===== config.mk =====
export PLATFORM = sky130hd
export DESIGN_NAME = ppl_delay
export DESIGN_NICKNAME = d
export VERILOG_FILES = /design/src/sv/ppl_delay.sv
export SDC_FILE = /design/constraint.sdc
export NUM_CORES = 1
export LEC_CHECK = 0
export BUFFER_PORTS_ARGS = -buffer_cell sky130_fd_sc_hd__buf_2
export CAP_MARGIN = 20
export CORE_MARGIN = 1.5
export CORE_UTILIZATION = 50
export DETAILED_ROUTE_END_ITERATION = 7
export PLACE_DENSITY = 0.73
export SYNTH_ARGS = -nofsm -noshare
export SYNTH_HDL_FRONTEND = slang
export SYNTH_SLANG_ARGS = --single-unit

===== constraint.sdc =====
create_clock -name clock -period 1.3 [get_ports clock]
set_input_delay 0.195 -clock clock [delete_from_list [all_inputs] [get_ports clock]]
set_output_delay 0.195 -clock clock [all_outputs]
set_load 0.01 [all_outputs]

===== src/sv/ppl_delay.sv =====
// ----------------------------------------------------------------------------
// ppl_delay
// Shift line that keeps side data in step with a pipelined unit.
// ----------------------------------------------------------------------------
module ppl_delay #(
   parameter int WIDTH = 8,
   parameter int DEPTH = 4
) (
   input  logic             clock,
   input  logic             adv,
   input  logic [WIDTH-1:0] in_data,
   output logic [WIDTH-1:0] out_data
);
   logic [WIDTH-1:0] tap_ff [DEPTH];

   always_ff @(posedge clock) begin
      if (adv) begin
         tap_ff[0] <= in_data;
         for (int k = 1; k < DEPTH; k++) begin
            tap_ff[k] <= tap_ff[k-1];
         end
      end
   end

   assign out_data = tap_ff[DEPTH-1];
endmodule


# Yosys cells after proc, flatten, opt, wreduce, memory -nomap -nowiden
# Memories as Yosys holds them, arrays and structs flattened.
# Index checks and enable logic that the tools add are counted.
# word_totals
regBits,0
mem_bits_rw,32
inputBits,10
output_inout_bits,8
mem_count,1
# memory_table
memory,depth,width,rd,rd_ports_with_merged_regs,write_ports,line_no,source
tap_ff,4,8,4,0,4,14,logic [WIDTH-1:0] tap_ff [DEPTH];
# classes
mux,2
# op_table
operator,count
1-bit 2-to-1 mux,2

# Logic depth before layout (Yosys ltp)
# depth
depth_word,2
ltp_mapped,0
ltp_nobuf,0

# Worst setup path after synthesis
# No wires, ideal clock.
# synth_path
path_type,reg-to-reg
from,mem tap_ff[0][0]
to,mem tap_ff[1][0] (data pin)
setup_time_ns,0.266
arrival_ns,0.323
required_ns,1.034
setup_slack_ns,0.711
stages_incl_launch_ff,1
n_path_buf,0
synth_period_minus_slack_ns,0.589
path_cell_list,edfxtp_1
# synth_lines
item,line_no
start: declaration,14

==> summary.txt <==
===============================================================================================
Run status                                                                         finished clean
Synthesized cell area                                                                  961 um^2
Number of antenna violations at the first check in global routing                             0
Actual slew at the worst max-slew pin                                                  0.164 ns
Share of power burned in registers                                                        0.700
Pin count of the biggest net entering global routing                                         33
Most flop-heavy register                                                                 tap_ff
Max-Cap Viols                                                                                 0
Post-synthesis register bit count                                                            32
Largest fanout on the critical path                                                           1
Filler cells                                                                                138
Leading registers by flop count                                                      tap_ff x32
Critical path required time                                                             1.11 ns
RR Startpoint                                                                      tap_ff[0][7]
Min-Delay Path Class                                                                  in -> reg
Number of buffers and inverters on the critical path                                          1
Global-route wire length before repair                                                  1510 um
Relative contribution of the clock network to total power                                 0.268
Mean instance size in the synthesized netlist                                         30.0 um^2
Largest register FFs                                                                         32
Switching Power                                                                      0.000332 W
X dimension of the die                                                                  46.8 um
Leading cell types by total area after synthesis                                   sky130_fd_sc_hd__edfxtp_1 100%
Y dimension of the die                                                                  46.8 um
Fraction of registers with async set or reset after synthesis                                 0
Detailed-router iteration count before antenna repair                                         3
Top-count cell post-synth                                                          sky130_fd_sc_hd__edfxtp_1
Final WL                                                                                 995 um
Worst-case vdd ir drop                                                                 0.986 mV
Clk_lat worst skew                                                                      0.31 ns
First DRT Iteration DRCs                                                                      7
All-layer global routing usage                                                            0.119
Final worst path period share                                                             0.783
Share of the synthesized area in the top cell type                                         1.00
Crit path capture type                                                              output port
Synth Net Count                                                                              42
Setup repair after global routing missed its margin                                       false
Multi-input combinational cell count                                                          0
Static leakage                                                                         0.416 nW
Resized Gates After CTS                                                                       0
Critical path startpoint category                                                      register
Cell Pwr Density                                                                   1540 nW/um^2
Core Footprint                                                                        1760 um^2
Final period demand of the worst path                                                   1.02 ns
Crit Path Category                                                                   reg -> out
Clock Path Buffers                                                                            2
Yosys warning count                                                                           0
Signed area change from the synthesized netlist to the final layout                       18.9%
Gate count after technology mapping                                                          32
Critical path, cell by cell                                                               buf_2
CTS Buf Count                                                                                 5
Largest stage delay, worst path                                                         0.37 ns
Via count of the first global-routing pass                                                  342
Dominant register cell in the synthesized netlist                                  sky130_fd_sc_hd__edfxtp_1
I/O pin count                                                                                18
Crit. Startpoint                                                                   tap_ff[3][4]
Routed via count                                                                            369
Area of combinational cells with multiple inputs                                         0 um^2
Cell type with the largest total area after synthesis                              sky130_fd_sc_hd__edfxtp_1
Final count of pins violating max slew                                                        0
Effective utilization at floorplan                                                        0.545
DRT antenna net count                                                                         0
Setup WS pre-CTS                                                                       0.491 ns
Root buffer cell                                                                   sky130_fd_sc_hd__clkbuf_4
Post-place instance area                                                              1100 um^2
Post-layout worst setup margin                                                         0.283 ns
Clock input transition at the sequential cells of the worst setup and hold paths        0.09 ns
Final hold vios                                                                               0
Setup Fix Bufs, Post-CTS                                                                      0
WP data arrival                                                                         0.82 ns
Final setup violation count                                                                   0
Average vias per placed instance                                                           4.50
Number of synthesized flops with an enable pin                                               32
List of most frequent post-synthesis cells                                         32 x sky130_fd_sc_hd__edfxtp_1
CTS H-tree lvls                                                                               2
Total overflow reported by the global router                                                  0
Family with the most delay on the worst path                                         flip-flops
Switching share of power                                                                  0.189
Remaining DRCs                                                                                0
Total number of nets in the final design                                                     67
Share of the yosys chip area belonging to registers                                        1.00
Fraction of final layout cells sized beyond drive strength 1                              0.404
Power consumption                                                                     0.00176 W
Internal Pwr Total                                                                    0.00143 W
Area of all placed cells without fillers                                              1140 um^2
Highest achievable clock rate                                                           983 MHz
Hold buffers post-CTS                                                                         0
Slew headroom                                                                             0.891
Wire per inst                                                                           12.1 um
TritonCTS sink count                                                                         32
Final-layout setup total negative slack                                                    0 ns
Clock skew after layout                                                              0.00368 ns
Placer congestion estimate                                                                0.591
Die Area                                                                              2190 um^2
Cell with the largest stage delay on the worst path                                sky130_fd_sc_hd__edfxtp_1
CTS tree                                                                                   done
Internal reg-to-reg setup slack                                                         0.66 ns
Diode count                                                                                   0
Count of distinct cell types in the synthesized netlist                                       1
Hold path startpoint                                                                 in_data[5]
Number of port buffers                                                                       17
Site Rows                                                                                    15
Comb power frac                                                                           0.032
===============================================================================================
routing by layer:
layer / track usage / vias up / wire (um) / part of all wire
li1: - / 177 / - / -
met1: 0.130 / 171 / 412 / 0.41
met2: 0.159 / 21 / 498 / 0.50
met3: 0.104 / 0 / 85 / 0.085
met4: 0.0667 / 0 / 0 / 0
met5: 0 / - / 0 / 0
kinds of logic (layout without fill, tap and decap cells):
kind of cell	after synthesis	in the layout	share of synthesized area
buffers and inverters	0	25	0
flip-flops	32	32	1.00
final cells by class:
class                 instances  area [um^2]  share of cell area
timing repair buffer         18          105              0.0920
clock buffer                  5         37.5              0.0329
sequential                   32          961               0.841
clock inverter                2         7.51             0.00657
tap                          25         31.3              0.0274
power by group through the flow:
stage | clock [W] | combinational (W) | sequential (W)
after floorplan | 0 | 0 | 0.00126
after detailed placement | 0 | 0.0000577 | 0.00125
after global placement | 0 | 0.0000556 | 0.00125
final | 0.000471 | 0.0000569 | 0.00123
after CTS | 0.000491 | 0.0000578 | 0.00123
after global routing | 0.000545 | 0.0000642 | 0.00124
layout by cell type, fill, tap and decap left out:
cell type,synthesis,layout
sky130_fd_sc_hd__clkbuf_4,0,5
sky130_fd_sc_hd__buf_2,0,17
sky130_fd_sc_hd__edfxtp_1,32,32
sky130_fd_sc_hd__clkinv_1,0,2
sky130_fd_sc_hd__buf_12,0,1
metrics by stage:
step	util	hold WS, ns	std cells
global placement	0.622	0.371	75
finish	0.648	0.0524	82
floorplan	-	0.294	32
CTS	0.648	0.0351	82
detailed placement	0.622	0.373	75
global route	0.648	0.0146	82
worst paths after layout:
check | end | cells after the start
setup / recovery | out_data[4] | 1
hold / removal | tap_ff[0][5] | 1
setup reg to reg | tap_ff[1][7] | 0
hold reg to reg | tap_ff[3][1] | 0
(Power assumes the default switching activity.)
